`config.mk`:
```
export PLATFORM = sky130hd
export DESIGN_NAME = ptla_lane
export DESIGN_NICKNAME = d
export VERILOG_FILES = /design/src/rtl/ptla_pkg.sv /design/src/rtl/ptla_lane.sv
export SDC_FILE = /design/constraint.sdc
export NUM_CORES = 2
export LEC_CHECK = 0
export BUFFER_PORTS_ARGS = -buffer_cell sky130_fd_sc_hd__buf_2
export CAP_MARGIN = 20
export CORE_MARGIN = 10
export CORE_UTILIZATION = 49
export DETAILED_ROUTE_END_ITERATION = 10
export PLACE_DENSITY = 0.65
export SYNTH_ARGS = -nofsm -noshare
export SYNTH_HDL_FRONTEND = slang
export SYNTH_SLANG_ARGS = --single-unit
```
`constraint.sdc`:
```
create_clock -name clk_i -period 22.8 [get_ports clk_i]
set_clock_uncertainty 0.2 [all_clocks]
set_input_delay 4.56 -clock clk_i [delete_from_list [all_inputs] [get_ports clk_i]]
set_output_delay 4.56 -clock clk_i [all_outputs]
set_load 0.01 [all_outputs]
```
`src/rtl/ptla_pkg.sv`:
```
package ptla_pkg;

  localparam int TemplateFields = 4;
  localparam int CoefBits       = 32;
  localparam int TmplBits       = 32;
  localparam int CountBits      = 16;
  localparam int SumBits        = 48;
  localparam int CfgIdxBits     = 3;
  localparam int CfgDataBits    = 32;
  localparam int ActiveBits     = 3;
  localparam int Ln2Q16         = 45426;
  localparam int FracBits       = 16;

  localparam int DefNumComponents = 4;
  localparam int DefCountBits     = 16;

  localparam logic [CoefBits-1:0]   CoefReset   = 32'h0001_0000;
  localparam logic [ActiveBits-1:0] ActiveReset = 3'd4;

  localparam logic [CfgIdxBits-1:0] RegCoef0  = 3'd0;
  localparam logic [CfgIdxBits-1:0] RegCoef3  = 3'd3;
  localparam logic [CfgIdxBits-1:0] RegActive = 3'd4;

  typedef struct packed {
    logic [CountBits-1:0] observed_count;
    logic [TmplBits-1:0]  template_0;
    logic [TmplBits-1:0]  template_1;
    logic [TmplBits-1:0]  template_2;
    logic [TmplBits-1:0]  template_3;
    logic                 last_bin;
  } in_t;

  typedef struct packed {
    logic signed [SumBits-1:0] log_likelihood_sum;
    logic                      overflow;
  } out_t;

  function automatic logic [15:0] ln_tab(input logic [4:0] i);
    logic [15:0] v;
    case (i)
      5'd0:  v = 16'd0;
      5'd1:  v = 16'd3973;
      5'd2:  v = 16'd7719;
      5'd3:  v = 16'd11262;
      5'd4:  v = 16'd14624;
      5'd5:  v = 16'd17821;
      5'd6:  v = 16'd20870;
      5'd7:  v = 16'd23783;
      5'd8:  v = 16'd26573;
      5'd9:  v = 16'd29248;
      5'd10: v = 16'd31818;
      5'd11: v = 16'd34292;
      5'd12: v = 16'd36675;
      5'd13: v = 16'd38975;
      5'd14: v = 16'd41196;
      5'd15: v = 16'd43345;
      5'd16: v = 16'd45426;
      default: v = 16'd0;
    endcase
    return v;
  endfunction

endpackage

```
`src/rtl/ptla_lane.sv`:
```
module ptla_lane import ptla_pkg::*; (
  input  logic                         clk_i,
  input  logic                         en_i,
  input  logic                         active_i,
  input  logic signed [CoefBits-1:0]   coef_i,
  input  logic        [TmplBits-1:0]   tmpl_i,
  output logic signed [CoefBits+TmplBits-1:0] prod_o
);

  logic signed [CoefBits+TmplBits:0]   full;
  logic signed [CoefBits+TmplBits-1:0] prod_q;

  assign full = coef_i * $signed({1'b0, tmpl_i});

  always_ff @(posedge clk_i) begin
    if (en_i) begin
      prod_q <= active_i ? full[CoefBits+TmplBits-1:0] : '0;
    end
  end

  assign prod_o = prod_q;

endmodule

```
==> summary.txt <==
Status
  – Status: complete, no violations

Hold path
  – HP Class: primary input to flop

Timing
  – RSZ-0062 raised after global routing: no
  – Setup TNS: 0 ns
  – Final hold viol count: 0
  – Crit share post-route: 54.0%
  – Final Max Tran Viols: 0
  – Fmax achieved: 81.2 MHz
  – Final setup violation count: 0
  – Period minus WS final: 12.32 ns
  – Slew @ Worst Pin: 0.865 ns
  – Slew margin rel.: 42.4%

Place
  – Hpwl dp: 77.0 mm
  – IO Port Bufs: 130
  – Routability cong.: 0.902
  – Placement-stage cell area: 37,400 µm²

Critical path
  – Worst setup EP type: flop
  – Critical Path RT: 22.67 ns
  – Max incr delay on CP: 0.63 ns
  – Arr. time, crit path: 12.18 ns
  – Startpoint Class: primary input
  – Crit path from: tmpl_i[17]
  – Critical Path, Cell by Cell: buf_2, and2_1, fa_1, fa_1, inv_1, fa_1, inv_1, fa_1, inv_1, fa_1, fa_1, fa_1, fa_1, inv_1, ha_1, and4_1, nand3_1, a311oi_1, o311a_1, o21ai_1, a211oi_1, or3_1, a21oi_1
  – Maximum net fanout on the critical path: 32
  – Slowest CP cell: fa_1
  – Worst path most repeated cell: fa_1
  – Crit path depth: 23
  – Delay-heaviest family, CP: adder cells
  – Worst Path Class, Setup: primary input to flop
  – Worst setup path endpoint: prod_o[63]$_SDFFCE_PN0P_
  – Crit path buf inv count: 5

Finish
  – Layout area overhead: 3.98%
  – Layout cell share with drive strength beyond 1: 4.33%
  – Final #Nets: 5,129
  – Final instance area: 37,800 µm²
  – Max reg flops: 64

Logic synthesis
  – Share of the synthesized area in the top cell type: 49.4%
  – Count leader, synth: inv_1
  – Most frequent cells after synthesis: inv_1 (930), fa_1 (897), and2_1 (603)
  – Warnings, synthesis: 0
  – Mapped Area: 36,300 µm²
  – Number of synthesized flops with an enable pin: 64
  – Ranking of synthesized cells by area: fa_1 (49%), and2_1 (10%), ha_1 (10%)
  – Synth cell types: 62
  – Post-Synthesis Mean Instance Area: 9.22 µm²
  – Synth area leader: fa_1
  – Register area share after synthesis: 5.29%
  – Post-Syn Instances: 3,942
  – Synthesis-stage register bit count: 64
  – Fraction of registers with async set/reset: 0%
  – Synthesized Nets: 5,197
  – Prevailing post-synth register cell: edfxtp_1

Drt
  – WL/cell: 19.4 µm
  – Via density per instance: 5.30
  – Initial drt markers: 1,453
  – DRC viols: 0
  – DR vias: 25,646
  – Post-route ant nets: 0
  – Drt pass-1 iters: 5
  – Final wirelength: 94.2 mm

Die
  – Rows: 99
  – Initial core utilization: 49.6%
  – Io pins: 131
  – Die area: 85,400 µm²
  – Die width: 292 µm
  – Core area: 73,200 µm²
  – Die Height: 292 µm

Global routing
  – Overflow after GRT: 0
  – Largest net degree at the start of global routing: 65
  – Antenna violations before repair: 5
  – GR Util All Layers: 22.6%
  – First-pass GRT wire length: 153 mm
  – Vias in the first global route: 28,283

Clock tree
  – Clk buf depth: 2
  – Clock tree sinks: 64
  – Clock transition at path regs: 0.06 ns
  – TritonCTS clock tree: yes
  – Number of H-tree levels: 3
  – # hold bufs at CTS: 0
  – Clk root buf: clkbuf_16
  – Number of CTS-inserted buffers: 9
  – Post-cts resize count: 0
  – Postcts setup bufs: 0

Flow run
  – Max cap viols: 0
-- how the worst min path moves through the flow --
stage | depth (start not counted) | slack (ns) | startpoint | end
3_3_place_gp | 1 | 4.77 | prod_o[8]$_SDFFCE_PN0P_ | prod_o[8]
6_report | 3 | 4.68 | active_i | prod_o[61]$_SDFFCE_PN0P_
5_1_grt | 3 | 4.72 | active_i | prod_o[51]$_SDFFCE_PN0P_
4_1_cts | 3 | 4.67 | active_i | prod_o[51]$_SDFFCE_PN0P_
3_5_place_dp | 1 | 4.77 | prod_o[8]$_SDFFCE_PN0P_ | prod_o[8]
2_1_floorplan | 0 | 4.47 | en_i | prod_o[0]$_SDFFCE_PN0P_
-- placed cells by master (no fill, tap or decap), types with 10 or more instances in the layout --
cell	instances
xnor2_1	31
ha_1	291
a21oi_1	75
edfxtp_1	64
nor2b_1	19
fa_1	897
a21o_1	29
o21a_1	10
o21ai_0	39
o21bai_1	13
inv_1	930
nor3_1	20
xor2_1	16
buf_2	130
nand2_1	471
nand2b_1	22
nand4_1	17
and2_1	603
nor2_1	75
-- per-layer routing --
metal	GRT usage (%)	part of all wire, %	vias to the layer above	wire length (µm)
li1	-	-	11345	-
met5	0	0.0074	-	7
met3	2.13	4.0	141	3790
met4	6.94	3.2	2	3020
met2	41.4	53	627	50100
met1	27.7	40	13531	37200
-- kinds of logic after synthesis --
kind of cell             synth area share, %
buffers and inverters                   11.9
adder cells (fa/ha/maj)                 59.4
XOR/XNOR                                1.13
AND/OR/NAND/NOR                         17.9
AO/OA/AOI/OAI                           4.18
multiplexers                           0.165
flip-flops                              5.29
-- per-stage QoR --
| step | instances | utilization (%) | setup slack [ns] | hold WS [ns] |
|---|---|---|---|---|
| after CTS | 4838 | 51.6 | 10.57 | 4.67 |
| after global routing | 4842 | 51.6 | 10.22 | 4.72 |
| final | 4843 | 51.6 | 10.48 | 4.68 |
| after global placement | 4822 | 51.1 | 10.31 | 4.77 |
| after detailed placement | 4822 | 51.1 | 10.25 | 4.77 |
| after floorplan | 3942 | - | 11.39 | 4.47 |
-- final cells by class --
class / instances / area, µm²
Tap cell: 959 / 1200
Timing Repair Buffer: 139 / 718
Clock inverter: 6 / 108
Clock buffer: 10 / 229
Antenna cell: 5 / 12.5
Sequential cell: 64 / 1920
Multi-Input combinational cell: 2730 / 30100
Fill cell: 6821 / 35400
Inverter: 930 / 3490
Power is not shown: default switching activity piles up to over one toggle a cycle in this logic, so the estimate is an artifact.
