===== src/rtl/ptla_pkg.sv =====
package ptla_pkg;

  localparam int TemplateFields = 4;
  localparam int CoefBits       = 32;
  localparam int TmplBits       = 32;
  localparam int CountBits      = 16;
  localparam int SumBits        = 48;
  localparam int CfgIdxBits     = 3;
  localparam int CfgDataBits    = 32;
  localparam int ActiveBits     = 3;
  localparam int Ln2Q16         = 45426;
  localparam int FracBits       = 16;

  localparam int DefNumComponents = 4;
  localparam int DefCountBits     = 16;

  localparam logic [CoefBits-1:0]   CoefReset   = 32'h0001_0000;
  localparam logic [ActiveBits-1:0] ActiveReset = 3'd4;

  localparam logic [CfgIdxBits-1:0] RegCoef0  = 3'd0;
  localparam logic [CfgIdxBits-1:0] RegCoef3  = 3'd3;
  localparam logic [CfgIdxBits-1:0] RegActive = 3'd4;

  typedef struct packed {
    logic [CountBits-1:0] observed_count;
    logic [TmplBits-1:0]  template_0;
    logic [TmplBits-1:0]  template_1;
    logic [TmplBits-1:0]  template_2;
    logic [TmplBits-1:0]  template_3;
    logic                 last_bin;
  } in_t;

  typedef struct packed {
    logic signed [SumBits-1:0] log_likelihood_sum;
    logic                      overflow;
  } out_t;

  function automatic logic [15:0] ln_tab(input logic [4:0] i);
    logic [15:0] v;
    case (i)
      5'd0:  v = 16'd0;
      5'd1:  v = 16'd3973;
      5'd2:  v = 16'd7719;
      5'd3:  v = 16'd11262;
      5'd4:  v = 16'd14624;
      5'd5:  v = 16'd17821;
      5'd6:  v = 16'd20870;
      5'd7:  v = 16'd23783;
      5'd8:  v = 16'd26573;
      5'd9:  v = 16'd29248;
      5'd10: v = 16'd31818;
      5'd11: v = 16'd34292;
      5'd12: v = 16'd36675;
      5'd13: v = 16'd38975;
      5'd14: v = 16'd41196;
      5'd15: v = 16'd43345;
      5'd16: v = 16'd45426;
      default: v = 16'd0;
    endcase
    return v;
  endfunction

endpackage


===== src/rtl/ptla_ln.sv =====
module ptla_ln import ptla_pkg::*; #(
  parameter int W   = 50,
  parameter int LNW = 23
) (
  input  logic           clk_i,
  input  logic           en_i,
  input  logic [W-1:0]   x_i,
  output logic [LNW-1:0] ln_o
);

  localparam int PW = (W > 1) ? $clog2(W) : 1;

  logic [PW-1:0]     p;
  logic [W-1:0]      xa_q;
  logic [PW-1:0]     pa_q;
  logic [W+15:0]     y;
  logic [15:0]       f;
  logic [LNW-1:0]    base_q;
  logic [11:0]       delta_q;
  logic [11:0]       r_q;
  logic [23:0]       interp;
  logic [LNW-1:0]    ln_q;

  always_comb begin
    p = '0;
    for (int i = 0; i < W; i++) begin
      if (x_i[i]) p = PW'(i);
    end
  end

  assign y      = {xa_q, 16'b0} >> pa_q;
  assign f      = y[15:0];
  assign interp = delta_q * r_q;

  always_ff @(posedge clk_i) begin
    if (en_i) begin
      xa_q    <= x_i;
      pa_q    <= p;
      base_q  <= LNW'(pa_q) * LNW'(Ln2Q16) + LNW'(ln_tab({1'b0, f[15:12]}));
      delta_q <= 12'(ln_tab({1'b0, f[15:12]} + 5'd1) - ln_tab({1'b0, f[15:12]}));
      r_q     <= f[11:0];
      ln_q    <= base_q + LNW'(interp[23:12]);
    end
  end

  assign ln_o = ln_q;

endmodule


===== config.mk =====
export PLATFORM = sky130hd
export DESIGN_NAME = ptla_ln
export DESIGN_NICKNAME = d
export VERILOG_FILES = /design/src/rtl/ptla_pkg.sv /design/src/rtl/ptla_ln.sv
export SDC_FILE = /design/constraint.sdc
export NUM_CORES = 1
export LEC_CHECK = 0
export BUFFER_PORTS_ARGS = -buffer_cell sky130_fd_sc_hd__buf_4
export CAP_MARGIN = 20
export CORE_UTILIZATION = 68
export CTS_CLUSTER_SIZE = 10
export DETAILED_ROUTE_END_ITERATION = 10
export GPL_TIMING_DRIVEN = 0
export PLACE_DENSITY = 0.87
export SYNTH_ARGS = -nofsm -noshare
export SYNTH_HDL_FRONTEND = slang
export SYNTH_SLANG_ARGS = --single-unit

===== constraint.sdc =====
create_clock -name clk_i -period 16.5 [get_ports clk_i]
set_clock_uncertainty 0.05 [all_clocks]
set_input_delay 0.825 -clock clk_i [delete_from_list [all_inputs] [get_ports clk_i]]
set_output_delay 0.825 -clock clk_i [all_outputs]
set_load 0.03 [all_outputs]

==> results.txt, run 1 <==
Syn. warnings - 0
Crit Reg-Reg Startpoint - delta_q[5]
Max Cap Viol - 0
Worst path most repeated cell - fa_1
Slowest-stage cell, CP - o21ai_0
Sequential area share after synthesis - 0.244
1st-iter DRT viols - 1066
Reg-to-reg endpoint - ln_o[18]
Syn_nets - 1925
Critical path class - flop to flop
GR peak layer - met2
Max stage delay on crit path - 580 ps
Largest net degree at the start of global routing - 71
Final setup vio count - 0
Post-DRT Antenna Nets - 0
Ports - 75
Wirelength per Cell - 20.9 microns
Final net count - 2019
CTS tree - done
Reg2Reg Setup Slack - 8380 ps
Post-synth top area cell - edfxtp_1
Core footprint - 22100 sq um
I/O Buffers - 74
Post-cts sizing count - 0
Met1 Resource Use GR - 0.441
Layout cells sized above 1 - 0.122
Via count - 12700
Clk root buf - clkbuf_16
Setup WS post-layout - 8380 ps
Grt total ovfl - 0
Slew Viols, Final - 0
Starting Density - 0.703
Die width - 153 microns
Synth Instances - 1611
Critical Path RT - 16630 ps
Worst Setup SP - delta_q[5]
Top-count cell post-synth - nand2_1
Synthesized area per cell - 9.64 sq um
Total GRT Usage - 0.366
Relative slew slack - 0.283
Synth Register Bits - 126
Die H - 153 microns
Mapped cell area - 15500 sq um
Worst hold-check path type - input port to flop
Period utilization - 0.492
Vias in the first global route - 13000
Met3 usage - 0.0578
Met2 Use GR - 0.637
Crit path DAT - 8260 ps
Status - finished clean
Setup bufs post-CTS - 0
DR DRC count - 0
Gpl congestion - 1.03
Vias per std cell - 6.38
Fraction of registers with async set/reset - 0
Final HPWL DP - 32.8 mm
Post-synth top area share - 0.244
Synthesis-to-layout area growth - 10.1%
Synth area leaders - edfxtp_1 (24%), fa_1 (15%), ha_1 (12%)
Crit path max fanout - 10
Clk buf depth - 2
First-pass GRT wire length - 66.2 mm
Pre-CTS WS - 8400 ps
Most frequent cells after synthesis - nand2_1 (206), inv_1 (204), ha_1 (147), edfxtp_1 (126), fa_1 (115)
Diode count - 0
R2R cell count - 28
H-tree levels - 4
Fmax - 123 MHz
Worst-margin pin slew - 1060 ps
TritonRoute pass-1 iters - 5
Prevailing post-synth register cell - edfxtp_1
Final min period - 8120 ps
Row cnt - 54
Crit. End Element - flop
CTS Buf Count - 17
Crit path to - ln_o[18]
Number of enable flip-flop cells after synthesis - 126
Clock latency at the later pin of the worst-skew pair - 440 ps
Die area - 23400 sq um
Clock Pin Slew Worst Setup and Hold Paths - 70 ps
Launching element type of the critical path - flop
Post-Route WL - 41.7 mm
Synth unique cells - 76
Hold Buf Count CTS - 0
Unrepaired setup endpoints after global routing - no
Final Hold Viols - 0
CTS Sinks - 126
Setup TNS - 0 ps
Antenna violations before repair - 0
[flip-flops by register name, indices dropped and copies added, names as in the netlist]
name / flops
base_q: 23
xa_q: 50
r_q: 12
pa_q: 6
delta_q: 12
ln_o: 23
[how the worst min path moves through the flow]
stage | slack, ps | cells after the start | from | to
2_1_floorplan | 480 | 1 | base_q[0] | ln_o[0]
3_3_place_gp | 500 | 1 | base_q[22] | ln_o[22]
3_5_place_dp | 510 | 1 | base_q[22] | ln_o[22]
4_1_cts | 510 | 1 | x_i[0] | xa_q[0]
5_1_grt | 510 | 1 | x_i[0] | xa_q[0]
6_report | 520 | 1 | x_i[0] | xa_q[0]
[layout make-up]
class                   count  area [sq um]
flip-flops and latches    126          3780
fillers                  1520          5000
plain buffers              74           407
repair buffers             75           587
clock inverters            14           208
well taps                 280           350
clock buffers              18           429
multi-input cells        1203         10500
inverters                 208           788
[layout by cell type, fill, tap and decap left out, types with 7 or more instances in the layout]
cell,n
a21o_1,13
edfxtp_1,126
nor4_1,11
nand2_1,206
mux2_2,19
o21ai_0,67
xnor2_1,48
a21oi_1,76
o31ai_1,7
xor2_1,24
and2_1,42
a221oi_1,8
mux4_2,41
o21bai_1,12
nand3_1,18
a211oi_1,15
nor2b_1,8
mux2i_1,60
nor2_1,107
clkbuf_1,49
o21a_1,12
a31oi_1,13
nand2b_1,15
buf_4,77
clkbuf_16,17
inv_1,204
ha_1,147
fa_1,115
buf_6,11
nor3_1,18
[cell families (layout without fill, tap and decap cells)]
logic type,count (synthesis),in the layout,synth area share
xor+xnor,74,74,0.0434
mux,125,125,0.116
fa+ha+maj,262,262,0.267
buf+inv,282,389,0.0770
compound gates,287,287,0.121
flops,126,126,0.244
simple gates,455,455,0.132
[metal layers]
layer	share of wire	routed length, microns	vias up
li1	-	-	5792
met1	0.39	16300	6211
met2	0.50	20800	583
met3	0.063	2630	152
met4	0.048	2020	0
met5	0	0	-
[critical path, delay by kind of cell (launching register included)]
kind	cells	cell delay, ps
flops	1	360
fa+ha+maj	7	3190
buf+inv	4	590
compound gates	11	2880
simple gates	5	710
xor+xnor	1	90
[metrics by stage]
stage	cells	hold slack [ps]	utilization	area (sq um)
after global routing	1998	510	0.774	17100
final	1998	516	0.774	17100
after detailed placement	1966	506	0.745	16500
after global placement	1965	503	0.744	16400
after CTS	1998	511	0.774	17100
after floorplan	1611	476	-	15500
Power of run 1 is not shown: default switching activity piles up to over one toggle a cycle in this logic, so the estimate is an artifact.
==> run 2, diff against run 1 <==
--- a/config.mk
+++ b/config.mk
@@ -7,11 +7,11 @@
 export LEC_CHECK = 0
 export BUFFER_PORTS_ARGS = -buffer_cell sky130_fd_sc_hd__buf_4
 export CAP_MARGIN = 20
-export CORE_UTILIZATION = 68
+export CORE_UTILIZATION = 58
 export CTS_CLUSTER_SIZE = 10
 export DETAILED_ROUTE_END_ITERATION = 10
 export GPL_TIMING_DRIVEN = 0
-export PLACE_DENSITY = 0.87
+export PLACE_DENSITY = 0.79
 export SYNTH_ARGS = -nofsm -noshare
 export SYNTH_HDL_FRONTEND = slang
 export SYNTH_SLANG_ARGS = --single-unit
==> constraint.sdc (replaced) <==
create_clock -name clk_i -period 6.7 [get_ports clk_i]
set_clock_uncertainty 0.05 [all_clocks]
set_input_delay 0.335 -clock clk_i [delete_from_list [all_inputs] [get_ports clk_i]]
set_output_delay 0.335 -clock clk_i [all_outputs]
set_load 0.03 [all_outputs]
==> run 2 against run 1 <==
The flow now finishes with violations (DRC, setup timing). Utilization decreased by 8.0 points. Final cell count increased by 5.2%. First-iteration DRC count decreased by 2.1%. Critical path type unchanged. Highest routed layer unchanged.
==> results.txt, run 2 (synthesis gave the netlist of run 1 again) <==
Status - finished with violations
Failing checks - DRC, setup timing
Via count - 12600 (-0.93%)
Setup TNS - -989 ps (-989 ps)
Hold Path End - xa_q[0]
Hold depth - 1 (unchanged)
Crit path max fanout - 4 (-6)
Gpl congestion - 0.983 (-4.6%)
Post-DRT Antenna Nets - 0 (unchanged)
Ports - 75 (unchanged)
DP Area - 16500 sq um (+0.47%)
Final HPWL DP - 31.9 mm (-2.7%)
Unrepaired setup endpoints after global routing - yes
Post-Route WL - 40.8 mm (-2.0%)
HP Start - x_i[0]
Multi-input logic area - 11000 sq um (+4.1%)
Clk buf depth - 2 (unchanged)
Wirelength per Cell - 19.4 microns (-6.8%)
H-tree levels - 4 (unchanged)
Reg-to-reg endpoint - ln_o[18]
Final Hold Viols - 0 (unchanged)
Max stage delay on crit path - 570 ps (about the same)
Fin cells - 2102 (+5.2%)
Layout cells sized above 1 - 0.201 (+0.0792)
Period utilization - 1.02 (+0.529)
Vias in the first global route - 12700 (-2.3%)
Die H - 166 microns (+8.2%)
Synthesis-to-layout area growth - 16.9%
Max Cap Viol - 0 (unchanged)
Most frequent cells in the layout - inv_1 (202), nand2_1 (200), ha_1 (135), buf_4 (133), edfxtp_1 (126)
Launching element type of the critical path - flop
Pre-CTS WS - -1220 ps (-9620 ps)
Largest net degree at the start of global routing - 71 (unchanged)
Setup WS post-layout - -142 ps (-8520 ps)
Post-Place Cells - 2021 (+2.8%)
Worst hold-check path type - input port to flop
Relative slew slack - 0.450 (+0.167)
I/O Buffers - 74 (unchanged)
Die width - 166 microns (+8.2%)
R2R cell count - 28 (unchanged)
Max reg flops - 50 (unchanged)
Grt total ovfl - 0 (unchanged)
Vias per std cell - 6.00 (-5.8%)
Worst path most repeated cell - fa_1
Critical Path RT - 6840 ps (-9790 ps)
Seq. cell area - 3780 sq um (unchanged)
Reg2Reg Setup Slack - -140 ps (-8520 ps)
Post-layout instance area - 18100 sq um (+6.1%)
Clk root buf - clkbuf_16
Starting Density - 0.594 (-0.109)
Crit Reg-Reg Startpoint - r_q[5]
Antenna violations before repair - 0 (unchanged)
Filler Cell Count - 1963 (+29%)
Die area - 27400 sq um (+17%)
Final net count - 2068 (+2.4%)
CTS Buf Count - 17 (unchanged)
Clock latency at the later pin of the worst-skew pair - 440 ps (about the same)
Critical path class - flop to flop
DR DRC count - 2 (+2)
Row cnt - 59 (+9.3%)
Total GRT Usage - 0.311 (-0.0548)
Core footprint - 26100 sq um (+18%)
CTS tree - done
Register name with the most flops - xa_q
1st-iter DRT viols - 1044 (-2.1%)
Crit. End Element - flop
Clock Pin Slew Worst Setup and Hold Paths - 70 ps (about the same)
First-pass GRT wire length - 65.3 mm (-1.4%)
Crit path DAT - 6980 ps (-1280 ps)
Most common cell after layout, fill and taps aside - inv_1
Slew Viols, Final - 0 (unchanged)
Diode count - 0 (unchanged)
CTS Sinks - 126 (unchanged)
Fmax - 146 MHz (+19%)
Final setup vio count - 11 (+11)
Slowest-stage cell, CP - fa_1
Final min period - 6840 ps (-1280 ps)
TritonRoute pass-1 iters - 8 (+3)
Worst-margin pin slew - 825 ps (-237 ps)
==> run 2: cell types whose count changed in the layout (fill, tap and decap cells not counted), sizes merged <==
| cell | delta |
|---|---|
| inv | -1 |
| clkinvlp | +3 |
| bufinv | -1 |
| buf | +62 |
| clkbuf | -14 |
==> run 2: what timing repair did <==
action	in CTS	in global routing
pin swaps	36	48
endpoints found under the setup margin	37	26
resized for setup	94	63
cloned	1	0
setup buffers	33	22
hold buffers	0	0
==> run 2: worst max-delay path by stage <==
stage / slack, ps / startpoint / end
5_1_grt: -460 / r_q[5] / ln_o[18]
4_1_cts: 0.2 / r_q[5] / ln_o[18]
2_1_floorplan: 4 / delta_q[3] / ln_o[18]
6_report: -140 / r_q[5] / ln_o[18]
3_3_place_gp: -1070 / pa_q[2] / base_q[20]
3_5_place_dp: -1220 / delta_q[7] / ln_o[22]
==> run 2: layout make-up <==
class	instances	share of cell area
Buffer	68	0.0294
Sequential cell	126	0.209
Clock buffer	17	0.0234
Clock inverter	15	0.0103
Timing Repair Buffer	130	0.0562
Inverter	208	0.0440
Multi-Input combinational cell	1203	0.605
Tap cell	335	0.0231
==> run 2: per-layer routing <==
metal  up-vias  part of all wire  global-route usage
met3        97             0.059              0.0372
met2       509              0.49               0.524
met5         -                 0                   0
met1      6139              0.42               0.405
met4         0             0.036               0.127
li1       5875                 -                   -
==> run 2: metrics by stage <==
stage / hold slack [ps] / util
final: 26.1 / 0.694
after global routing: 24.8 / 0.694
after CTS: 19.3 / 0.680
after detailed placement: 464 / 0.633
after global placement: 463 / 0.632
after floorplan: 384 / -
==> run 2: critical path, delay by kind of cell (launching register included) <==
| kind | cells | cell delay (ps) |
|---|---|---|
| compound gates | 10 | 1860 |
| xor+xnor | 2 | 200 |
| fa+ha+maj | 8 | 3390 |
| buf+inv | 4 | 320 |
| flops | 1 | 420 |
| simple gates | 4 | 330 |
Power of run 2 is left out for the same reason.
==> run 3, diff against run 2 <==
--- a/config.mk
+++ b/config.mk
@@ -5,13 +5,13 @@
 export SDC_FILE = /design/constraint.sdc
 export NUM_CORES = 1
 export LEC_CHECK = 0
-export BUFFER_PORTS_ARGS = -buffer_cell sky130_fd_sc_hd__buf_4
+export BUFFER_PORTS_ARGS = -buffer_cell sky130_fd_sc_hd__buf_2
 export CAP_MARGIN = 20
 export CORE_UTILIZATION = 58
 export CTS_CLUSTER_SIZE = 10
 export DETAILED_ROUTE_END_ITERATION = 10
 export GPL_TIMING_DRIVEN = 0
-export PLACE_DENSITY = 0.79
+export PLACE_DENSITY = 0.91
 export SYNTH_ARGS = -nofsm -noshare
 export SYNTH_HDL_FRONTEND = slang
 export SYNTH_SLANG_ARGS = --single-unit
==> run 3 against run 2 <==
The run still ends with DRC, setup timing left. Die area is the same. Final cell count increased by 0.67%. Maximum frequency is 2.5% lower. Global-route usage is 2.1 points higher. Cell area fell by 0.19%. Routed wire length increased by 13%. Critical path type unchanged. Largest cell class unchanged.
==> results.txt, run 3 (synthesis gave the netlist of run 1 again) <==
Synthesis-to-layout area growth - 16.7%
Wirelength per Cell - 21.9 microns (+13%)
Final Hold Viols - 0 (unchanged)
Final net count - 2082 (+0.68%)
Crit. End Element - flop
Family with the most delay on the worst path - adder cells
CTS Buf Count - 17 (unchanged)
Setup TNS - -2220 ps (-1230 ps)
Max reg flops - 50 (unchanged)
Fmax - 143 MHz (-2.5%)
Met3 wire len - 3.88 mm (+62%)
Largest net degree at the start of global routing - 71 (unchanged)
Vias per std cell - 6.35 (+5.8%)
H-tree levels - 4 (unchanged)
Die H - 166 microns (unchanged)
Grt total ovfl - 0 (unchanged)
Routed met2 length - 22.8 mm (+15%)
Core footprint - 26100 sq um (unchanged)
Hold depth - 1 (unchanged)
Starting Density - 0.594 (unchanged)
Post-DRT Antenna Nets - 0 (unchanged)
I/O Buffers - 74 (unchanged)
Clock Pin Slew Worst Setup and Hold Paths - 70 ps (about the same)
Worst-margin pin slew - 745 ps (-80.2 ps)
Most frequent cells in the layout - inv_1 (199), nand2_1 (198), ha_1 (137), edfxtp_1 (126), fa_1 (110)
Die area - 27400 sq um (unchanged)
Most common cell after layout, fill and taps aside - inv_1
HP Start - x_i[0]
TritonRoute pass-1 iters - 10 (+2)
Slowest-stage cell, CP - fa_1
Crit Reg-Reg Startpoint - delta_q[7]
Antenna violations before repair - 0 (unchanged)
Crit path DAT - 7150 ps (+170 ps)
Pre-CTS WS - -1270 ps (-48.9 ps)
Status - finished with violations
Gpl congestion - 0.958 (-2.5%)
Clk root buf - clkbuf_16
Setup WS post-layout - -314 ps (-172 ps)
Clock latency at the later pin of the worst-skew pair - 450 ps (about the same)
Met1 WL - 17.5 mm (+2.4%)
Post-Route WL - 46.3 mm (+13%)
CTS tree - done
Worst path most repeated cell - fa_1
Buf/Inv on CP - 6 (+2)
Top routing layer in use - met4
Reg-to-reg endpoint - ln_o[18]
Die width - 166 microns (unchanged)
Layout cells sized above 1 - 0.213 (+0.0113)
1st-iter DRT viols - 1061 (+1.6%)
Worst hold-check path type - input port to flop
Crit path max fanout - 10 (+6)
Final HPWL DP - 32.7 mm (+2.6%)
Row cnt - 59 (unchanged)
Total GRT Usage - 0.331 (+0.0206)
Launching element type of the critical path - flop
Max Cap Viol - 0 (unchanged)
Clk buf depth - 2 (unchanged)
Critical path class - flop to flop
Unrepaired setup endpoints after global routing - yes
Max stage delay on crit path - 540 ps (-30 ps)
Register name with the most flops - xa_q
Critical Path RT - 6830 ps (about the same)
First-pass GRT wire length - 69.1 mm (+5.9%)
Period utilization - 1.05 (+0.0257)
DR DRC count - 2 (unchanged)
Fin util - 0.693 (-0.00129)
Final setup vio count - 12 (+1)
Final min period - 7010 ps (+172 ps)
Filler Cell Count - 1816 (-7.5%)
Ports - 75 (unchanged)
Relative slew slack - 0.504 (+0.0535)
Failing checks - DRC, setup timing
Hold Path End - xa_q[0]
Slew Viols, Final - 0 (unchanged)
CTS Sinks - 126 (unchanged)
Fin Hold WS - 24.4 ps (-1.66 ps)
Via count - 13400 (+6.5%)
Reg2Reg Setup Slack - -310 ps (-170 ps)
Diode count - 0 (unchanged)
Vias in the first global route - 13300 (+5.3%)
R2R cell count - 29 (+3.6%)
==> run 3: cell types whose count changed in the layout (fill, tap and decap cells not counted), sizes merged <==
| cell | before | now |
|---|---|---|
| bufinv | 3 | 4 |
| clkbuf | 52 | 55 |
| buf | 163 | 174 |
| inv | 209 | 210 |
| clkinv | 8 | 6 |
==> run 3: routing by layer <==
layer  track usage  up-vias
li1              -     5930
met1         0.410     6412
met2         0.566      876
met3        0.0524      218
met4         0.153        0
met5             0        -
==> run 3: worst max path at each step <==
stage	from	end	slack [ps]	depth (start not counted)
3_5_place_dp	r_q[9]	ln_o[18]	-1270	28
5_1_grt	delta_q[4]	ln_o[18]	-470	31
3_3_place_gp	r_q[8]	ln_o[18]	-980	27
4_1_cts	r_q[3]	ln_o[18]	-60	27
6_report	delta_q[7]	ln_o[18]	-310	29
2_1_floorplan	delta_q[3]	ln_o[18]	4	28
==> run 3: final cells by class <==
type	instances	area, sq um	share of cell area
Timing Repair Buffer	144	925	0.0511
Tap cell	335	419	0.0231
Clock inverter	15	209	0.0115
Buffer	68	587	0.0324
Multi-Input combinational cell	1203	11000	0.606
Sequential cell	126	3780	0.209
Inverter	208	795	0.0439
Clock buffer	17	425	0.0235
==> run 3: worst reg2reg max path, delay by kind of cell, from the launching register on <==
| family | cells | cell delay (ps) |
|---|---|---|
| AOI/OAI and AO/OA | 10 | 2130 |
| xor gates and xnor gates | 2 | 240 |
| adders and majority gates | 7 | 2990 |
| buffers and inverters | 6 | 640 |
| DFF | 1 | 370 |
| and+or+nand+nor | 4 | 340 |
==> run 3: what timing repair did <==
action,CTS,global route
endpoints found under the setup margin,38,26
hold buffers,0,0
resized for setup,110,62
buffers inserted,41,27
gates cloned,1,0
pin swaps,45,25
==> run 3: through the flow <==
step                      area (sq um)  instances
final                            18100       2116
after global routing             18100       2116
after CTS                        17700       2091
after detailed placement         16400       2021
after global placement           16300       2020
after floorplan                  15500       1611
Power of run 3 is left out for the same reason.
